## src/rtl/bm_pkg.sv

```systemverilog
`timescale 1ns / 1ps
// ----------------------------------------------------------------------------
// bm_pkg
// shared types, register map and defaults of the 3x3 morphology filter
// ----------------------------------------------------------------------------
package bm_pkg;

  // default values of the top level parameters and the queue depth
  localparam int MAX_WIDTH_DEF  = 1024;
  localparam int PIXEL_BITS_DEF = 8;
  localparam int FIFO_DEPTH_DEF = 2;

  // stream field widths
  localparam int PIX_PORT_W = 8;

  // configuration port
  localparam int APB_AW  = 4;
  localparam int APB_DW  = 32;
  localparam int CFG_W   = 11;
  localparam int MODE_W  = 2;
  localparam int REG_IDX_W = 2;

  localparam logic [REG_IDX_W-1:0] REG_FRAME_WIDTH  = 2'd0;
  localparam logic [REG_IDX_W-1:0] REG_FRAME_HEIGHT = 2'd1;
  localparam logic [REG_IDX_W-1:0] REG_FILTER_MODE  = 2'd2;

  // filter modes
  localparam logic [MODE_W-1:0] MODE_ERODE  = 2'd0;
  localparam logic [MODE_W-1:0] MODE_DILATE = 2'd1;
  localparam logic [MODE_W-1:0] MODE_OPEN   = 2'd2;
  localparam logic [MODE_W-1:0] MODE_CLOSE  = 2'd3;

  // reset values of the registers
  localparam logic [CFG_W-1:0]  RST_FRAME_WIDTH  = 11'd640;
  localparam logic [CFG_W-1:0]  RST_FRAME_HEIGHT = 11'd480;
  localparam logic [MODE_W-1:0] RST_FILTER_MODE  = MODE_OPEN;

  // window operation of one stage
  typedef enum logic [1:0] {
    OP_AND,
    OP_OR,
    OP_PASS
  } op_t;

  typedef struct packed {
    logic [CFG_W-1:0]  frame_width;
    logic [CFG_W-1:0]  frame_height;
    logic [MODE_W-1:0] filter_mode;
  } cfg_t;

  // control word of one item, front to back
  typedef struct packed {
    op_t  op1;
    op_t  op2;
    logic border1;
    logic s2_en;
    logic border2;
    logic out_en;
    logic last;
  } ctl_t;

endpackage

```

## src/rtl/bm_stream_ifs.sv

```systemverilog
`timescale 1ns / 1ps
// ----------------------------------------------------------------------------
// bm_in_if / bm_out_if
// valid/ready channels for pixel words in and filtered words out
// ----------------------------------------------------------------------------
interface bm_in_if;
  import bm_pkg::*;
  logic                  valid;
  logic                  ready;
  logic [PIX_PORT_W-1:0] pixel_in;
  logic                  drain;

  modport source (output valid, output pixel_in, output drain, input ready);
  modport sink   (input valid, input pixel_in, input drain, output ready);
endinterface


```

## src/rtl/bm_front.sv

```systemverilog
`timescale 1ns / 1ps
// ----------------------------------------------------------------------------
// bm_front
// accepts words, tracks frame positions and classifies each word
// ----------------------------------------------------------------------------
module bm_front #(
  parameter int MAX_WIDTH  = 1024,
  parameter int PIXEL_BITS = 8
) (
  input  logic                         clk,
  input  logic                         rst,
  input  bm_pkg::cfg_t                 cfg,
  bm_in_if.sink                        pixels,
  output logic                         push_valid,
  input  logic                         push_ready,
  output bm_pkg::ctl_t                 push_ctl,
  output logic [PIXEL_BITS-1:0]        push_pix,
  output logic [$clog2(MAX_WIDTH)-1:0] push_col1,
  output logic [$clog2(MAX_WIDTH)-1:0] push_col2
);
  import bm_pkg::*;

  localparam int AW = $clog2(MAX_WIDTH);
  localparam int WW = $clog2(MAX_WIDTH + 1);
  localparam int RW = CFG_W + 1;

  logic              started;
  logic [WW-1:0]     act_w;
  logic [CFG_W-1:0]  act_h;
  logic [MODE_W-1:0] act_mode;
  logic [RW-1:0]     row_t, row_p1, row_p2;
  logic [AW-1:0]     col_t, col_p1, col_p2;
  logic              p1_on, p2_on;

  logic [RW-1:0]     row_t_next, row_p1_next, row_p2_next;
  logic [AW-1:0]     col_t_next, col_p1_next, col_p2_next;

  logic [31:0]       fw32;
  logic [WW-1:0]     w_clamp;
  logic [CFG_W-1:0]  h_clamp;
  logic [WW-1:0]     cur_w;
  logic [CFG_W-1:0]  cur_h;
  logic [MODE_W-1:0] cur_mode;
  logic [WW-1:0]     wm1;
  logic [RW-1:0]     hm1;
  logic              p1_act, p2_act;
  logic              ignore, fire, last;
  logic [PIXEL_BITS+PIX_PORT_W-1:0] pix_ext;

  // clamp the register values for a new frame
  always_comb begin
    fw32 = 32'(cfg.frame_width);
    if (fw32 < 32'd3) begin
      w_clamp = WW'(3);
    end else if (fw32 > 32'(MAX_WIDTH)) begin
      w_clamp = WW'(MAX_WIDTH);
    end else begin
      w_clamp = fw32[WW-1:0];
    end
    h_clamp = (cfg.frame_height < 11'd3) ? 11'd3 : cfg.frame_height;
  end

  assign cur_w    = started ? act_w : w_clamp;
  assign cur_h    = started ? act_h : h_clamp;
  assign cur_mode = started ? act_mode : cfg.filter_mode;
  assign wm1      = cur_w - WW'(1);
  assign hm1      = {1'b0, cur_h} - RW'(1);

  // drain words before the input phase ends carry nothing
  assign ignore = pixels.drain && (row_t < {1'b0, cur_h});
  assign fire   = pixels.valid && push_ready;

  assign pixels.ready = push_ready;
  assign push_valid   = pixels.valid && !ignore;

  // window centers of the two stages start at fixed raster points
  assign p1_act = p1_on || (row_t == RW'(1) && col_t == AW'(1));
  assign p2_act = p2_on || (row_t == RW'(2) && col_t == AW'(2));
  assign last   = p2_act && (row_p2 == hm1) && (col_p2 == wm1[AW-1:0]);

  assign pix_ext  = {{PIXEL_BITS{1'b0}}, pixels.pixel_in};
  assign push_pix = pix_ext[PIXEL_BITS-1:0];
  assign push_col1 = col_t;
  assign push_col2 = col_p1;

  always_comb begin
    unique case (cur_mode)
      MODE_ERODE, MODE_OPEN: push_ctl.op1 = OP_AND;
      default:               push_ctl.op1 = OP_OR;
    endcase
    case (cur_mode) inside
      MODE_ERODE, MODE_DILATE: push_ctl.op2 = OP_PASS;
      MODE_OPEN:               push_ctl.op2 = OP_OR;
      default:                 push_ctl.op2 = OP_AND;
    endcase
    push_ctl.border1 = (row_p1 == '0) || (row_p1 >= hm1) ||
                       (col_p1 == '0) || (col_p1 == wm1[AW-1:0]);
    push_ctl.border2 = (row_p2 == '0) || (row_p2 >= hm1) ||
                       (col_p2 == '0) || (col_p2 == wm1[AW-1:0]);
    push_ctl.s2_en   = p1_act;
    push_ctl.out_en  = p2_act;
    push_ctl.last    = last;
  end

  // raster counters of the incoming word and the two centers
  always_comb begin
    if (col_t == wm1[AW-1:0]) begin
      col_t_next = '0;
      row_t_next = row_t + RW'(1);
    end else begin
      col_t_next = col_t + AW'(1);
      row_t_next = row_t;
    end
    col_p1_next = col_p1;
    row_p1_next = row_p1;
    if (p1_act) begin
      if (col_p1 == wm1[AW-1:0]) begin
        col_p1_next = '0;
        row_p1_next = row_p1 + RW'(1);
      end else begin
        col_p1_next = col_p1 + AW'(1);
      end
    end
    col_p2_next = col_p2;
    row_p2_next = row_p2;
    if (p2_act) begin
      if (col_p2 == wm1[AW-1:0]) begin
        col_p2_next = '0;
        row_p2_next = row_p2 + RW'(1);
      end else begin
        col_p2_next = col_p2 + AW'(1);
      end
    end
  end

  always_ff @(posedge clk) begin
    if (rst) begin
      started  <= 1'b0;
      act_w    <= WW'(RST_FRAME_WIDTH);
      act_h    <= RST_FRAME_HEIGHT;
      act_mode <= RST_FILTER_MODE;
      row_t    <= '0;
      col_t    <= '0;
      row_p1   <= '0;
      col_p1   <= '0;
      row_p2   <= '0;
      col_p2   <= '0;
      p1_on    <= 1'b0;
      p2_on    <= 1'b0;
    end else if (fire && !ignore) begin
      if (!started) begin
        act_w    <= w_clamp;
        act_h    <= h_clamp;
        act_mode <= cfg.filter_mode;
      end
      if (last) begin
        started <= 1'b0;
        row_t   <= '0;
        col_t   <= '0;
        row_p1  <= '0;
        col_p1  <= '0;
        row_p2  <= '0;
        col_p2  <= '0;
        p1_on   <= 1'b0;
        p2_on   <= 1'b0;
      end else begin
        started <= 1'b1;
        row_t   <= row_t_next;
        col_t   <= col_t_next;
        row_p1  <= row_p1_next;
        col_p1  <= col_p1_next;
        row_p2  <= row_p2_next;
        col_p2  <= col_p2_next;
        p1_on   <= p1_act;
        p2_on   <= p2_act;
      end
    end
  end

endmodule

```

## src/flat_wrapper.sv

```systemverilog
// flat-port wrapper written by rule: the top's interface ports become plain ports
module bm_front_flat import bm_pkg::*;
#(
  parameter int MAX_WIDTH  = 1024,
  parameter int PIXEL_BITS = 8
)
  (clk, rst, cfg, push_valid, push_ready, push_ctl, push_pix, push_col1, push_col2, pixels_valid, pixels_pixel_in, pixels_drain, pixels_ready);
  bm_in_if pixels_i ();
  input  logic clk;
  input  logic rst;
  input  bm_pkg::cfg_t cfg;
  output logic push_valid;
  input  logic push_ready;
  output bm_pkg::ctl_t push_ctl;
  output logic [PIXEL_BITS-1:0] push_pix;
  output logic [$clog2(MAX_WIDTH)-1:0] push_col1;
  output logic [$clog2(MAX_WIDTH)-1:0] push_col2;
  input wire logic [$bits(pixels_i.valid)-1:0] pixels_valid;
  input wire logic [$bits(pixels_i.pixel_in)-1:0] pixels_pixel_in;
  input wire logic [$bits(pixels_i.drain)-1:0] pixels_drain;
  output wire logic [$bits(pixels_i.ready)-1:0] pixels_ready;
  assign pixels_i.valid = pixels_valid;
  assign pixels_i.pixel_in = pixels_pixel_in;
  assign pixels_i.drain = pixels_drain;
  assign pixels_ready = pixels_i.ready;
  bm_front #(.MAX_WIDTH(MAX_WIDTH), .PIXEL_BITS(PIXEL_BITS)) u_core (.clk(clk), .rst(rst), .cfg(cfg), .pixels(pixels_i), .push_valid(push_valid), .push_ready(push_ready), .push_ctl(push_ctl), .push_pix(push_pix), .push_col1(push_col1), .push_col2(push_col2));
endmodule
```

## config.mk

```make
export PLATFORM = sky130hd
export DESIGN_NAME = bm_front_flat
export DESIGN_NICKNAME = d
export VERILOG_FILES = /design/src/rtl/bm_pkg.sv /design/src/rtl/bm_stream_ifs.sv /design/src/rtl/bm_front.sv /design/src/flat_wrapper.sv
export SDC_FILE = /design/constraint.sdc
export NUM_CORES = 1
export LEC_CHECK = 0
export ABC_AREA = 1
export BUFFER_PORTS_ARGS = -buffer_cell sky130_fd_sc_hd__buf_4
export CAP_MARGIN = 20
export CORE_AREA = 2 2 96 167
export CTS_CLUSTER_DIAMETER = 150
export CTS_CLUSTER_SIZE = 8
export DETAILED_ROUTE_END_ITERATION = 10
export DIE_AREA = 0 0 98 169
export GPL_ROUTABILITY_DRIVEN = 0
export HOLD_SLACK_MARGIN = 0.08
export PLACE_DENSITY = 0.68
export SETUP_SLACK_MARGIN = 0.15
export SLEW_MARGIN = 30
export SYNTH_ARGS = -nofsm -noshare
export SYNTH_HDL_FRONTEND = slang
export SYNTH_SLANG_ARGS = --single-unit
```

## constraint.sdc

```tcl
create_clock -name clk -period 3.8 [get_ports clk]
set_input_delay 0.57 -clock clk [delete_from_list [all_inputs] [get_ports clk]]
set_output_delay 0.57 -clock clk [all_outputs]
set_load 0.01 [all_outputs]
```

==> impl_metrics.py <==
metrics = {
    "routing": {
        "drcViolationCount": 0,
        "drtAntennaViolNets": 0,
        "drt_iter0_drc": 487,
        "drtPass1Iterations": 5,
        "drt-total-wl_um": 24700,
        "wire_per_inst_um": 16.8,
        "vias": 8277,
        "post_drt_via_cell_ratio": 5.65,
    },
    "setup_path": {
        "worstPathMaxFanout": 6,
        "cp_cell_sequence": "buf_6 -> inv_8 -> nand3_2 -> o21ai_4 -> inv_2 -> buf_4 -> nor2_1 -> xor2_1 -> ha_1 -> a21oi_1 -> nor2_1 -> a211oi_2 -> o21ai_1 -> a21oi_2 -> maj3_2 -> a21oi_1 -> nor4_1 -> nand2_1 -> buf_6",
        "r2r_end": "u_core.row_t[8]",
        "crit_buf_inv": 5,
        "cp-start-kind": "flip-flop",
        "cp-endpoint": "push_ctl[4]",
        "r2r_start": "u_core.started",
        "setup.reg_to_reg.worst_slack_ns": 0.16,
        "crit_path_max_incr_delay_ns": 0.36,
        "critPathCaptureType": "output port",
        "worstPathRequired_ns": 3.23,
        "startpoint": "u_core.started",
        "critPathTopFamily": "compound AO/OA/AOI/OAI gates",
        "worst-path-stages": 19,
        "rr_worst_depth": 24,
        "critPathSlowestCell": "dfxtp_4",
        "critPathKind": "reg2out",
        "cp.arrival_ns": 3.37,
    },
    "grt": {
        "grt_pass1_wl_um": 38900,
        "grt_pass1_vias": 8019,
        "grt_max_degree": 51,
        "globalRouteOverflowTotal": 0,
        "grt_usage": 0.291,
        "antenna_found_initial": 0,
    },
    "clocking": {
        "cts_sinks": 92,
        "cts_tree": "built",
        "clockBufferDepth": 2,
        "clkLatencyLatePin_ns": 0.35,
        "ctsHoldBuffers": 0,
        "clk_pin_slew_ns": 0.08,
        "cts_max_level": 3,
        "cts_buffers": 9,
        "root_buffer": "clkbuf_16",
    },
    "logic_synthesis": {
        "netlist_area_sq_um": 7440,
        "yosys_warnings": 0,
        "synth_area_per_cell_sq_um": 6.41,
        "ys_seq_elements": 92,
        "synth_seq_area_share": 0.247,
        "syn_nets": 1245,
        "netlist_instances": 1162,
        "synth.distinct_cells": 55,
    },
    "timing": {
        "fin_hold_ws_ns": 0.452,
        "setup_ws_ns": -0.137,
        "worstMarginPinSlew_ns": 0.635,
        "rsz0062_at_grt": "yes",
        "relSlewSlack": 0.576,
        "finalSetupViolCount": 1,
        "fin_crit_ns": 3.94,
        "fin_crit_sh": 1.04,
        "slew_viol_final": 0,
        "fin_skew_ns": 0.00942,
        "hold_violations": 0,
        "timing.fmax_mhz": 254,
    },
    "pwr": {
        "p_comb_frac": 0.244,
        "clock_power_share": 0.372,
        "powerDensity_nw_per_um2": 274,
        "ir_worst_vdd_mv": 0.193,
        "swShare": 0.326,
        "cell_internal_pwr_mw": 1.73,
        "power.total_mw": 2.57,
        "seqPwrFrac": 0.384,
        "p_sw_mw": 0.837,
        "power.leakage_nw": 4.10,
    },
    "final_layout": {
        "synthToLayoutAreaGrowth_pct": 25.8,
        "layout_commonest_cell": "nand2_1",
        "drive_gt1_frac": 0.220,
        "num_antenna_cells": 0,
        "nets": 1357,
        "final_cell_mix": "nand2_1, inv_1, buf_4",
        "fin_cells": 1465,
    },
    "placed_design": {
        "dp.cells": 1417,
        "dp_hpwl_um": 18200,
        "io_buffers": 58,
    },
    "die": {
        "core_area_sq_um": 15200,
        "fp.dieArea_sq_um": 16600,
        "row_count": 60,
        "initial_core_util": 0.488,
        "die_w_um": 98,
        "pin_count": 76,
        "dieHeight_um": 169,
    },
    "min_path": {
        "hp-class": "reg2reg",
    },
    "flow_run": {
        "cap_violations": 0,
    },
    "status": {
        "status": "finished, violations left",
        "violations": "setup timing",
    },
}
-- power by group through the flow --
| stage | Sequential, mW | Combinational (mW) | Clock, mW |
|---|---|---|---|
| after detailed placement | 1.01 | 0.531 | 0 |
| after CTS | 0.986 | 0.581 | 0.964 |
| after global routing | 0.988 | 0.681 | 0.997 |
| after global placement | 1.01 | 0.526 | 0 |
| after floorplan | 1.01 | 0.351 | 0 |
| final | 0.986 | 0.626 | 0.954 |
-- what timing repair did --
action / 4_1_cts / 5_1_grt
pin swaps: 20 / 21
buffers inserted: 11 / 15
setup endpoints to repair: 3 / 52
gates resized for setup: 52 / 61
cloned: 1 / 5
-- logic make-up (layout without fill, tap and decap cells) --
logic type / Yosys count / after routing / share of synthesized area
other: 1 / 1 / 0.000504
buffers and inverters: 179 / 295 / 0.106
adder cells (fa/ha/maj): 47 / 47 / 0.0787
flip-flops: 92 / 92 / 0.247
XOR/XNOR: 36 / 36 / 0.0424
multiplexers: 1 / 1 / 0.00134
AND/OR/NAND/NOR: 648 / 648 / 0.402
AO/OA/AOI/OAI: 158 / 159 / 0.122
-- cells in the mapped netlist (all sizes together) --
master	number	area [sq um]
clkbuf	11	41.3
o21a	4	30.0
a311o	1	10.0
a211oi	4	30.0
a31oi	2	12.5
or2	6	37.5
nor4	15	93.8
o211ai	2	15.0
nand2	288	1110
a41oi	1	8.76
xor2	34	298
nand3	123	661
o21bai	1	18.8
o211a	1	10.0
inv	135	507
nand3b	3	22.5
a21oi	88	459
ha	46	576
o21ai	50	280
and3	3	18.8
xnor2	2	17.5
mux2i	1	10.0
o311ai	1	8.76
or4	1	7.51
a2111oi	1	8.76
a21boi	1	7.51
conb	1	3.75
maj3	1	10.0
clkinv	1	5.00
nor2	130	551
and2	3	18.8
a21o	1	7.51
nand4	42	290
dfxtp	92	1840
nor3	34	180
buf	32	235
-- per-stage QoR --
step                      utilization  setup TNS (ns)  setup WS (ns)  cell area [sq um]
final                           0.614          -0.137         -0.137               9360
after global routing            0.614           -1.13         -0.293               9360
after CTS                       0.585         -0.0905        -0.0905               8910
after detailed placement        0.545          -0.171         -0.171               8300
after global placement          0.545          -0.156         -0.156               8300
after floorplan                     -               0          0.401               7440
-- flip-flops by register name, summed over array words and instances, names as in the netlist --
name              cells
u_core.act_h         11
u_core.act_mode       2
u_core.act_w         10
u_core.col_p2        10
u_core.p1_on          1
u_core.p2_on          1
u_core.push_col1     10
u_core.push_col2     10
u_core.row_p1        12
u_core.row_p2        12
u_core.row_t         12
u_core.started        1
-- worst min path at each step --
stage,from,end,slack [ns],cells after the start
4_1_cts,u_core.act_w[8],u_core.act_w[8],0.46,2
2_1_floorplan,u_core.act_mode[0],u_core.act_mode[0],0.42,2
3_5_place_dp,u_core.act_w[8],u_core.act_w[8],0.44,2
6_report,u_core.act_w[8],u_core.act_w[8],0.45,2
3_3_place_gp,u_core.act_w[8],u_core.act_w[8],0.44,2
5_1_grt,u_core.p1_on,u_core.p1_on,0.48,2
-- per-layer routing --
layer,GRT usage,part of all wire,vias to the layer above
li1,-,-,4069
met1,0.297,0.36,3805
met2,0.536,0.52,277
met3,0.0322,0.042,126
met4,0.213,0.077,0
met5,0,0,-
-- worst min-delay path, stage by stage (launching register included) --
cell     delay (ns)
dfxtp_1        0.30
inv_1          0.05
a21oi_1        0.06
-- cell type report --
cell class | instances | area [sq um]
Fill cell | 1436 | 5880
Clock buffer | 10 | 229
Tap cell | 186 | 233
Multi-Input combinational cell | 892 | 5210
Timing Repair Buffer | 142 | 1240
Inverter | 136 | 526
Clock inverter | 6 | 72.6
Sequential cell | 92 | 1850
Timing Repair inverter | 1 | 6.26
Note: power is estimated with default switching activity, not from simulation.
