`src/rtl/bm_fifo.sv`:
```
`timescale 1ns / 1ps
// ----------------------------------------------------------------------------
// bm_fifo
// short command queue between front and back
// ----------------------------------------------------------------------------
module bm_fifo #(
  parameter int WIDTH = 32,
  parameter int DEPTH = 2
) (
  input  logic             clk,
  input  logic             rst,
  input  logic             push_valid,
  output logic             push_ready,
  input  logic [WIDTH-1:0] push_data,
  output logic             pop_valid,
  input  logic             pop_ready,
  output logic [WIDTH-1:0] pop_data
);

  localparam int PW = (DEPTH > 1) ? $clog2(DEPTH) : 1;
  localparam int CW = $clog2(DEPTH + 1);

  logic [WIDTH-1:0] mem [DEPTH];
  logic [PW-1:0]    wptr;
  logic [PW-1:0]    rptr;
  logic [CW-1:0]    count;
  logic             push;
  logic             pop;

  assign push_ready = (count != CW'(DEPTH));
  assign pop_valid  = (count != '0);
  assign pop_data   = mem[rptr];
  assign push       = push_valid && push_ready;
  assign pop        = pop_valid && pop_ready;

  always_ff @(posedge clk) begin
    if (push) begin
      mem[wptr] <= push_data;
    end
  end

  always_ff @(posedge clk) begin
    if (rst) begin
      wptr  <= '0;
      rptr  <= '0;
      count <= '0;
    end else begin
      if (push) begin
        wptr <= (wptr == PW'(DEPTH - 1)) ? '0 : wptr + PW'(1);
      end
      if (pop) begin
        rptr <= (rptr == PW'(DEPTH - 1)) ? '0 : rptr + PW'(1);
      end
      if (push && !pop) begin
        count <= count + CW'(1);
      end else if (pop && !push) begin
        count <= count - CW'(1);
      end
    end
  end

endmodule

```
`config.mk`:
```
export PLATFORM = sky130hd
export DESIGN_NAME = bm_fifo
export DESIGN_NICKNAME = d
export VERILOG_FILES = /design/src/rtl/bm_fifo.sv
export SDC_FILE = /design/constraint.sdc
export NUM_CORES = 1
export LEC_CHECK = 0
export ABC_CLOCK_PERIOD_IN_PS = 1800
export BUFFER_PORTS_ARGS = -buffer_cell sky130_fd_sc_hd__buf_4
export CORE_MARGIN = 2
export CORE_UTILIZATION = 35
export DETAILED_ROUTE_END_ITERATION = 16
export GPL_ROUTABILITY_DRIVEN = 0
export HOLD_SLACK_MARGIN = 0.06
export SLEW_MARGIN = 5
export SYNTH_ARGS = -nofsm -noshare
export SYNTH_HDL_FRONTEND = slang
export SYNTH_SLANG_ARGS = --single-unit
```
`constraint.sdc`:
```
create_clock -name clk -period 1.8 [get_ports clk]
set_input_delay 0.18 -clock clk [delete_from_list [all_inputs] [get_ports clk]]
set_output_delay 0.18 -clock clk [all_outputs]
set_load 0.01 [all_outputs]
```
==> results of run 1 <==
-- sequential cells by signal, indices dropped and copies added (netlist names), named ones only --
signal,cells
rptr,1
wptr,1
count,2
mem,64
-- synthesized netlist by cell type --
| cell | number |
|---|---|
| clkbuf_2 | 1 |
| nand2b_1 | 1 |
| xor2_1 | 3 |
| o21ai_0 | 2 |
| and3_1 | 1 |
| a21oi_1 | 2 |
| mux2_1 | 2 |
| or2_2 | 1 |
| a21bo_2 | 1 |
| buf_2 | 3 |
| or3_1 | 1 |
| nand3b_1 | 1 |
| dfxtp_1 | 5 |
| nor2_1 | 3 |
| inv_1 | 1 |
| edfxtp_1 | 64 |
| and2_1 | 1 |
| mux2_2 | 30 |
| ha_1 | 1 |
-- where the power goes --
| group | switching [µW] | leakage, µW | internal [µW] | total (µW) |
|---|---|---|---|---|
| clock | 569 | 0.000100 | 632 | 1200 |
| sequential | 61.2 | 0.000639 | 2010 | 2070 |
| combinational | 613 | 0.000677 | 734 | 1350 |
-- routing by layer --
| metal | up-vias | track usage [%] |
|---|---|---|
| li1 | 707 | - |
| met1 | 721 | 14.4 |
| met2 | 44 | 21.6 |
| met3 | 8 | 3.88 |
| met4 | 0 | 7.73 |
| met5 | - | 0 |
-- layout make-up --
| class | count | area [µm²] | share of cell area [%] |
|---|---|---|---|
| Multi-Input combinational cell | 50 | 480 | 12.9 |
| Clock inverter | 7 | 66.3 | 1.79 |
| Timing Repair Buffer | 107 | 898 | 24.2 |
| Clock buffer | 9 | 124 | 3.33 |
| Tap cell | 96 | 120 | 3.23 |
| Sequential cell | 69 | 2020 | 54.4 |
| Inverter | 1 | 3.75 | 0.101 |
-- worst reg2reg max path: stages, from the launching register on --
cell	delay, ns
dfxtp_1	0.35
nand2b_1	0.21
and2_1	0.18
ha_1	0.32
or3_1	0.35
a21oi_1	0.13
-- per-stage QoR --
stage	worst slack [ns]	area [µm²]
6_report	0.148	3710
5_1_grt	0.0590	3710
4_1_cts	0.114	3710
3_5_place_dp	0.208	3190
3_3_place_gp	0.232	3190
2_1_floorplan	0.0532	2530
-- worst min path at each step --
stage,startpoint,end,slack [ns]
after floorplan,rst,count[1]$_SDFFE_PP0P_,0.25
after global placement,push_data[29],mem[1][29]$_DFFE_PP_,0.37
after detailed placement,push_data[8],mem[1][8]$_DFFE_PP_,0.37
after CTS,push_valid,wptr$_SDFFE_PP0P_,0.14
after global routing,push_valid,wptr$_SDFFE_PP0P_,0.16
final,push_valid,wptr$_SDFFE_PP0P_,0.15
-- cells by family (layout without fill, tap and decap cells) --
family,count (synthesis),after routing
buf+inv,5,124
compound gates,5,5
flops,69,69
fa+ha+maj,1,1
simple gates,9,9
xor+xnor,3,3
mux,32,32
==> impl_metrics.env, run 1 <==
export IMPL_min_period_over_period_pct=91.8
export IMPL_netlist_area_leader_share_pct=76.1
export IMPL_grt_pass1_vias=1581
export IMPL_grt_max_degree=33
export IMPL_syn_inst=124
export IMPL_grt_antenna_before_repair=0
export IMPL_io_buffer_count=69
export IMPL_die_x_um=88.9
export IMPL_synth_top_family_by_area="multiplexers"
export IMPL_yosysUniqueCellTypes=19
export IMPL_start_util_pct=36.8
export IMPL_drv_slew=0
export IMPL_diodes=0
export IMPL_cts_buffer_depth=2
export IMPL_drc_errors=0
export IMPL_slew_headroom_pct=77.4
export IMPL_min_period_ns=1.65
export IMPL_track_usage_pct=12.8
export IMPL_fmax_ghz=0.605
export IMPL_grt_pass1_wl_mm=7.24
export IMPL_ios=70
export IMPL_syn_nets=161
export IMPL_totalPowerFinal_uw=4610
export IMPL_worstRegToRegCells=5
export IMPL_drive_gt1_share_pct=50.2
export IMPL_ctsHtreeMaxLevel=3
export IMPL_cp_top_family="buffers and inverters"
export IMPL_ys_warn_count=0
export IMPL_dp_hpwl_mm=2.94
export IMPL_holdPathStages=3
export IMPL_outcome="finished, final reports clean"
export IMPL_area_growth_pct=47.1
export IMPL_path_clk_slew_ns=0.07
export IMPL_maxCapViolations=0
export IMPL_cts_hold_buf=33
export IMPL_ir_drop_uv=688
export IMPL_critPathArrivalTime_ns=1.47
export IMPL_wl_met2_mm=2.39
export IMPL_cp_start_kind="flop"
export IMPL_worst_pin_slew_ns=0.336
export IMPL_rows=30
export IMPL_synth_mux_area_share_pct=14.3
export IMPL_fin_util_pct=54.1
export IMPL_core_um2=6870
export IMPL_cts_tree="done"
export IMPL_fin_setup_tns_ns=0
export IMPL_postCtsSetupRepairBufs=0
export IMPL_r2r_start="count[0]$_SDFFE_PP0P_"
export IMPL_finalHoldViolCount=0
export IMPL_yosys_area_share_simple_pct=1.98
export IMPL_power_density_nw_per_um2=1240
export IMPL_vias_per_cell=4.37
export IMPL_cts_resized=0
export IMPL_synth_xor_area_share_pct=1.04
export IMPL_synth_compound_area_share_pct=1.19
export IMPL_synth_largest_area_cell="edfxtp_1"
export IMPL_hold_class="primary input to flop"
export IMPL_path_class="flop to output port"
export IMPL_cpPeakStageDelay_ns=0.38
export IMPL_critPathRequiredTime_ns=1.62
export IMPL_fin_worst_skew_ns=0.00493
export IMPL_fill_cells=600
export IMPL_final_common_cell="buf_4"
export IMPL_clock_latency_ns=0.34
export IMPL_cts_root_buffer="clkbuf_8"
export IMPL_final_setup_viol_count=0
export IMPL_fin_cells=339
export IMPL_grt_ovfl_total=0
export IMPL_cp_max_fo=19
export IMPL_clock_sinks=69
export IMPL_crit_chain="buf_4 > mux2_2 > buf_4"
export IMPL_whs_ns=0.154
export IMPL_p_leak_uw=0.00142
export IMPL_r2r_end="count[1]$_SDFFE_PP0P_"
export IMPL_syn_cell_area_um2=2520
export IMPL_syn_avg_cell_area_um2=20.4
export IMPL_fin_nets=275
export IMPL_vias=1480
export IMPL_wl_mm=4.75
export IMPL_seq_area_frac_synth_pct=80.1
export IMPL_layout_cells_most_common_list="73 x buf_4, 64 x edfxtp_1, 33 x dlygate4sd3_1"
export IMPL_synth_adder_area_share_pct=0.496
export IMPL_synthTopCellsByArea="edfxtp_1 76%, mux2_2 13%, dfxtp_1 4.0%"
export IMPL_dr_max_layer_used="met4"
export IMPL_cts_made_buffers=9
export IMPL_crit_slowest_cell="mux2_2"
export IMPL_rsz0062_at_grt="no"
export IMPL_ant_nets=0
export IMPL_die_y_um=88.9
export IMPL_die_area_um2=7910
export IMPL_wl_met3_um=248
export IMPL_worst_path_stages=3
export IMPL_cpMostUsedCell="buf_4"
export IMPL_drtIter0Drc=33
export IMPL_wl_met1_mm=2.00
export IMPL_r2r_slack_ns=0.19
export IMPL_drt_first_pass_iters=4
export IMPL_dp_cells=290
export IMPL_cp_num_buf_inv=2
export IMPL_crit_path_end="pop_data[11]"
export IMPL_cp_end_kind="output port"
export IMPL_synth_seq_cells=69
export IMPL_avgRoutedWirePerCell_um=14.0
Note: power is estimated with default switching activity, not from simulation.
==> inputs of run 2 (changes only) <==
Settings changed: MAX_ROUTING_LAYER set to met4.
==> run 2 against run 1 <==
Effect of this change:
- total power about the same
- die area is the same
- first-iteration DRC count rose by 45%
- register-to-register slack about the same
- critical path type unchanged
- fmax about the same
- wire length up 0.11%
- sequential share of layout area is the same
- hold slack worse by 0.00083 ns
- critical path depth stayed put
- largest cell class unchanged
- sequential power about the same
==> impl_metrics.env, run 2 (same netlist as run 1, synthesis figures left out) <==
export IMPL_finalHoldViolCount=0
export IMPL_cp_start_kind="flop"
export IMPL_power_density_nw_per_um2=1240
export IMPL_fin_worst_skew_ns=0.00493
export IMPL_io_buffer_count=69
export IMPL_drtIter0Drc=48
export IMPL_p_leak_uw=0.00142
export IMPL_slew_headroom_pct=77.4
export IMPL_ant_nets=0
export IMPL_ios=70
export IMPL_cp_end_kind="output port"
export IMPL_avgRoutedWirePerCell_um=14.0
export IMPL_grt_max_degree=33
export IMPL_die_x_um=88.9
export IMPL_largestRegisters="mem: 64 flops, count: 2 flops"
export IMPL_grt_pass1_wl_mm=7.24
export IMPL_placed_cell_area_um2=3190
export IMPL_dp_hpwl_mm=2.94
export IMPL_cpPeakStageDelay_ns=0.38
export IMPL_worst_pin_slew_ns=0.336
export IMPL_worstRegToRegCells=5
export IMPL_p_sw_uw=1240
export IMPL_post_place_ws_ns=0.208
export IMPL_final_setup_viol_count=0
export IMPL_cpMostUsedCell="buf_4"
export IMPL_drt_first_pass_iters=4
export IMPL_cts_made_buffers=9
export IMPL_final_area_um2=3710
export IMPL_drive_gt1_share_pct=50.2
export IMPL_min_period_ns=1.65
export IMPL_hold_class="primary input to flop"
export IMPL_setup_ws_ns=0.148
export IMPL_vias=1481
export IMPL_combPwrFrac_pct=29.2
export IMPL_ctsHtreeMaxLevel=3
export IMPL_die_y_um=88.9
export IMPL_critPathRequiredTime_ns=1.62
export IMPL_grt_ovfl_total=0
export IMPL_crit_slowest_cell="mux2_2"
export IMPL_postCtsSetupRepairBufs=0
export IMPL_r2r_start="count[0]$_SDFFE_PP0P_"
export IMPL_hp_start="push_valid"
export IMPL_clock_power_share_pct=26.0
export IMPL_critPathArrivalTime_ns=1.47
export IMPL_vias_per_cell=4.37
export IMPL_cp_num_buf_inv=2
export IMPL_largest_reg_flops=64
export IMPL_cts_buffer_depth=2
export IMPL_p_int_uw=3370
export IMPL_fin_setup_tns_ns=0
export IMPL_die_area_um2=7910
export IMPL_core_um2=6870
export IMPL_dp_cells=290
export IMPL_p_sw_share_pct=26.9
export IMPL_cts_root_buffer="clkbuf_8"
export IMPL_worst_path_stages=3
export IMPL_area_growth_pct=47.1
export IMPL_diodes=0
export IMPL_track_usage_pct=13.2
export IMPL_p_seq_share_pct=44.8
export IMPL_fin_cells=339
export IMPL_holdPathStages=3
export IMPL_start_util_pct=36.8
export IMPL_outcome="finished, final reports clean"
export IMPL_path_clk_slew_ns=0.07
export IMPL_layout_cells_most_common_list="73 x buf_4, 64 x edfxtp_1, 33 x dlygate4sd3_1"
export IMPL_ir_drop_uv=688
export IMPL_whs_ns=0.153
export IMPL_fmax_ghz=0.605
export IMPL_cp_top_family="buffers and inverters"
export IMPL_final_common_cell="buf_4"
export IMPL_min_period_over_period_pct=91.8
export IMPL_grt_antenna_before_repair=0
export IMPL_clock_sinks=69
export IMPL_rows=30
export IMPL_rsz0062_at_grt="no"
export IMPL_wl_mm=4.75
export IMPL_path_class="flop to output port"
export IMPL_grt_pass1_vias=1582
export IMPL_crit_chain="buf_4 > mux2_2 > buf_4"
export IMPL_cts_tree="done"
export IMPL_regMostFlops="mem"
export IMPL_cp_max_fo=19
export IMPL_drc_errors=0
export IMPL_drv_slew=0
export IMPL_maxCapViolations=0
export IMPL_clock_latency_ns=0.34
export IMPL_fin_nets=275
-- run 2: what timing repair did --
action / in CTS / in global routing
hold buffers: 33 / 0
endpoints found under the hold margin: 69 / 0
gates resized for setup: 0 / 0
-- run 2: final cells by class --
cell class	instances	area [µm²]
clock inverter	7	66.3
tap	96	120
clock buffer	9	124
sequential	69	2020
timing repair buffer	107	898
inverter	1	3.75
fill	600	3150
multi-input combinational	50	480
-- run 2: final timing paths --
| check | end | slack [ns] |
|---|---|---|
| setup reg to reg | count[1]$_SDFFE_PP0P_ | 0.19 |
| hold / removal | wptr$_SDFFE_PP0P_ | 0.15 |
| hold reg to reg | count[1]$_SDFFE_PP0P_ | 0.52 |
| setup / recovery | pop_data[11] | 0.15 |
-- run 2: worst register-to-register path, delay by kind of cell, from the launching register on --
| family | cells | cell delay (ns) |
|---|---|---|
| flip-flops | 1 | 0.35 |
| adder cells (fa/ha/maj) | 1 | 0.32 |
| AO/OA/AOI/OAI | 1 | 0.13 |
| AND/OR/NAND/NOR | 3 | 0.74 |
-- run 2: power groups by stage --
stage | clock network [µW] | registers [µW] | logic [µW]
2_1_floorplan | 0 | 2090 | 712
3_3_place_gp | 0 | 2090 | 1300
3_5_place_dp | 0 | 2110 | 1310
4_1_cts | 1240 | 2070 | 1380
5_1_grt | 1310 | 2090 | 1460
6_report | 1200 | 2070 | 1350
-- run 2: through the flow --
stage / util [%] / power (µW)
finish: 54.1 / 4620
global route: 54.1 / 4860
CTS: 54.1 / 4680
detailed placement: 46.5 / 3410
global placement: 46.5 / 3400
floorplan: - / 2800
-- run 2: metal layers --
metal | vias to the layer above | GRT usage (%) | share of wire [%] | wire, µm
li1 | 708 | - | - | -
met1 | 721 | 14.4 | 42 | 2010
met2 | 43 | 21.6 | 50 | 2390
met3 | 9 | 3.79 | 5.4 | 256
met4 | 0 | 7.73 | 2.1 | 102
met5 | - | - | 0 | 0
==> inputs of run 3 (changes only) <==
Settings changed: CTS_BUF_LIST set to sky130_fd_sc_hd__clkbuf_2.
==> run 3 against run 2 <==
Effect of this change:
- hold slack gained 0.012 ns
- critical path type unchanged
- non-clock buffer count grew 1
- sequential cell count is the same
- via count shrank 0.54%
- sequential share of layout area grew 0.77 points
- core utilization shrank 0.66 points
- sequential power is essentially flat
- cell count grew 0.29%
- register-to-register slack lost 0.03 ns
- fmax shrank 3.3%
==> impl_metrics.env, run 3 (same netlist as run 1, synthesis figures left out) <==
export IMPL_outcome="finished, final reports clean"
export IMPL_hold_end="rptr$_SDFFE_PP0P_"
export IMPL_critPathArrivalTime_ns=1.53
export IMPL_vias_per_cell=4.33
export IMPL_r2r_end="count[1]$_SDFFE_PP0P_"
export IMPL_clock_latency_ns=0.48
export IMPL_hp_start="pop_ready"
export IMPL_power_density_nw_per_um2=1170
export IMPL_grt_pass1_vias=1588
export IMPL_drtIter0Drc=47
export IMPL_ir_drop_uv=640
export IMPL_placed_cell_area_um2=3190
export IMPL_final_common_cell="buf_4"
export IMPL_grt_antenna_before_repair=0
export IMPL_die_x_um=88.9
export IMPL_cp_max_fo=19
export IMPL_maxCapViolations=0
export IMPL_cts_root_buffer="clkbuf_2"
export IMPL_path_clk_slew_ns=0.17
export IMPL_die_y_um=88.9
export IMPL_largest_reg_flops=64
export IMPL_fmax_ghz=0.585
export IMPL_drt_first_pass_iters=4
export IMPL_ios=70
export IMPL_wl_met2_mm=2.35
export IMPL_p_sw_uw=1210
export IMPL_final_setup_viol_count=0
export IMPL_area_growth_pct=45.3
export IMPL_fin_worst_skew_ns=0.0193
export IMPL_hold_class="primary input to flop"
export IMPL_min_period_over_period_pct=95.0
export IMPL_cts_buffer_depth=2
export IMPL_worstRegToRegCells=5
export IMPL_wl_met1_mm=1.97
export IMPL_setup_ws_ns=0.0903
export IMPL_grt_max_degree=33
export IMPL_cts_tree="done"
export IMPL_cts_made_buffers=9
export IMPL_dr_max_layer_used="met4"
export IMPL_p_sw_share_pct=28.1
export IMPL_regMostFlops="mem"
export IMPL_finalHoldViolCount=0
export IMPL_path_class="flop to output port"
export IMPL_critPathRequiredTime_ns=1.62
export IMPL_p_int_uw=3090
export IMPL_diodes=0
export IMPL_clock_power_share_pct=19.7
export IMPL_postCtsSetupRepairBufs=0
export IMPL_drv_slew=0
export IMPL_fill_cells=610
export IMPL_fin_nets=276
export IMPL_dp_hpwl_mm=2.94
export IMPL_grt_ovfl_total=0
export IMPL_drive_gt1_share_pct=50.4
export IMPL_clock_sinks=69
export IMPL_p_leak_uw=0.00140
export IMPL_worst_pin_slew_ns=0.323
export IMPL_final_area_um2=3670
export IMPL_r2r_slack_ns=0.16
export IMPL_core_um2=6870
export IMPL_slew_headroom_pct=78.2
export IMPL_wl_met3_um=258
export IMPL_vias=1473
export IMPL_rsz0062_at_grt="yes"
export IMPL_cp_start_kind="flop"
export IMPL_post_place_ws_ns=0.208
export IMPL_start_util_pct=36.8
export IMPL_drc_errors=0
export IMPL_ctsHtreeMaxLevel=3
export IMPL_p_seq_share_pct=48.3
export IMPL_avgRoutedWirePerCell_um=13.9
export IMPL_io_buffer_count=69
export IMPL_fin_util_pct=53.4
export IMPL_grt_pass1_wl_mm=7.19
export IMPL_layout_cells_most_common_list="71 x buf_4, 64 x edfxtp_1, 34 x dlygate4sd3_1"
export IMPL_wl_mm=4.73
export IMPL_holdPathStages=4
export IMPL_ant_nets=0
export IMPL_largestRegisters="mem: 64 flops, count: 2 flops"
export IMPL_die_area_um2=7910
export IMPL_track_usage_pct=13.1
export IMPL_combPwrFrac_pct=32.0
export IMPL_min_period_ns=1.71
export IMPL_cp_end_kind="output port"
export IMPL_r2r_start="count[0]$_SDFFE_PP0P_"
export IMPL_totalPowerFinal_uw=4300
export IMPL_rows=30
## run 3: layout make-up
type | count | area, µm² | share of cell area [%]
inverter | 1 | 3.75 | 0.102
clock buffer | 9 | 45.0 | 1.23
multi-input combinational | 50 | 480 | 13.1
clock inverter | 7 | 66.3 | 1.81
tap | 96 | 120 | 3.27
sequential | 69 | 2030 | 55.2
timing repair buffer | 108 | 928 | 25.3
## run 3: per-layer routing
metal / global-route usage (%) / vias up
li1: - / 714
met1: 14.2 / 700
met2: 21.2 / 45
met3: 3.88 / 14
met4: 8.14 / 0
met5: - / -
## run 3: repair_timing
item                                    4_1_cts  5_1_grt
gates cloned                                  0        0
resized for setup                             6        1
endpoints found under the setup margin       32       32
hold buffers                                 34        0
hold endpoints to repair                     69        0
## run 3: power by group through the flow
stage | combinational (µW) | sequential (µW) | clock (µW)
floorplan | 712 | 2090 | 0
global placement | 1300 | 2090 | 0
detailed placement | 1310 | 2110 | 0
CTS | 1410 | 2080 | 892
global route | 1490 | 2100 | 956
finish | 1380 | 2080 | 848
## run 3: worst max path at each step
stage / start / end / slack, ns / cells after the start
2_1_floorplan: count[0]$_SDFFE_PP0P_ / mem[0][0]$_DFFE_PP_ / 0.05 / 3
4_1_cts: flop / pop_data[11] / 0.001 / 3
6_report: flop / pop_data[7] / 0.09 / 3
3_3_place_gp: count[0]$_SDFFE_PP0P_ / count[1]$_SDFFE_PP0P_ / 0.23 / 5
5_1_grt: flop / pop_data[12] / -0.02 / 3
3_5_place_dp: count[0]$_SDFFE_PP0P_ / count[1]$_SDFFE_PP0P_ / 0.21 / 5
## run 3: worst max-delay path: stages (launching register included)
cell and delay [ns]:
dfxtp_4 0.40, buf_12 0.16, mux2_2 0.35, buf_4 0.15
## run 3: per-stage QoR
stage          std cells  hold slack, ns  setup TNS (ns)
6_report             340           0.165               0
5_1_grt              340           0.188          -0.222
4_1_cts              340           0.112               0
3_5_place_dp         290           0.368               0
3_3_place_gp         290           0.365               0
2_1_floorplan        124           0.249               0
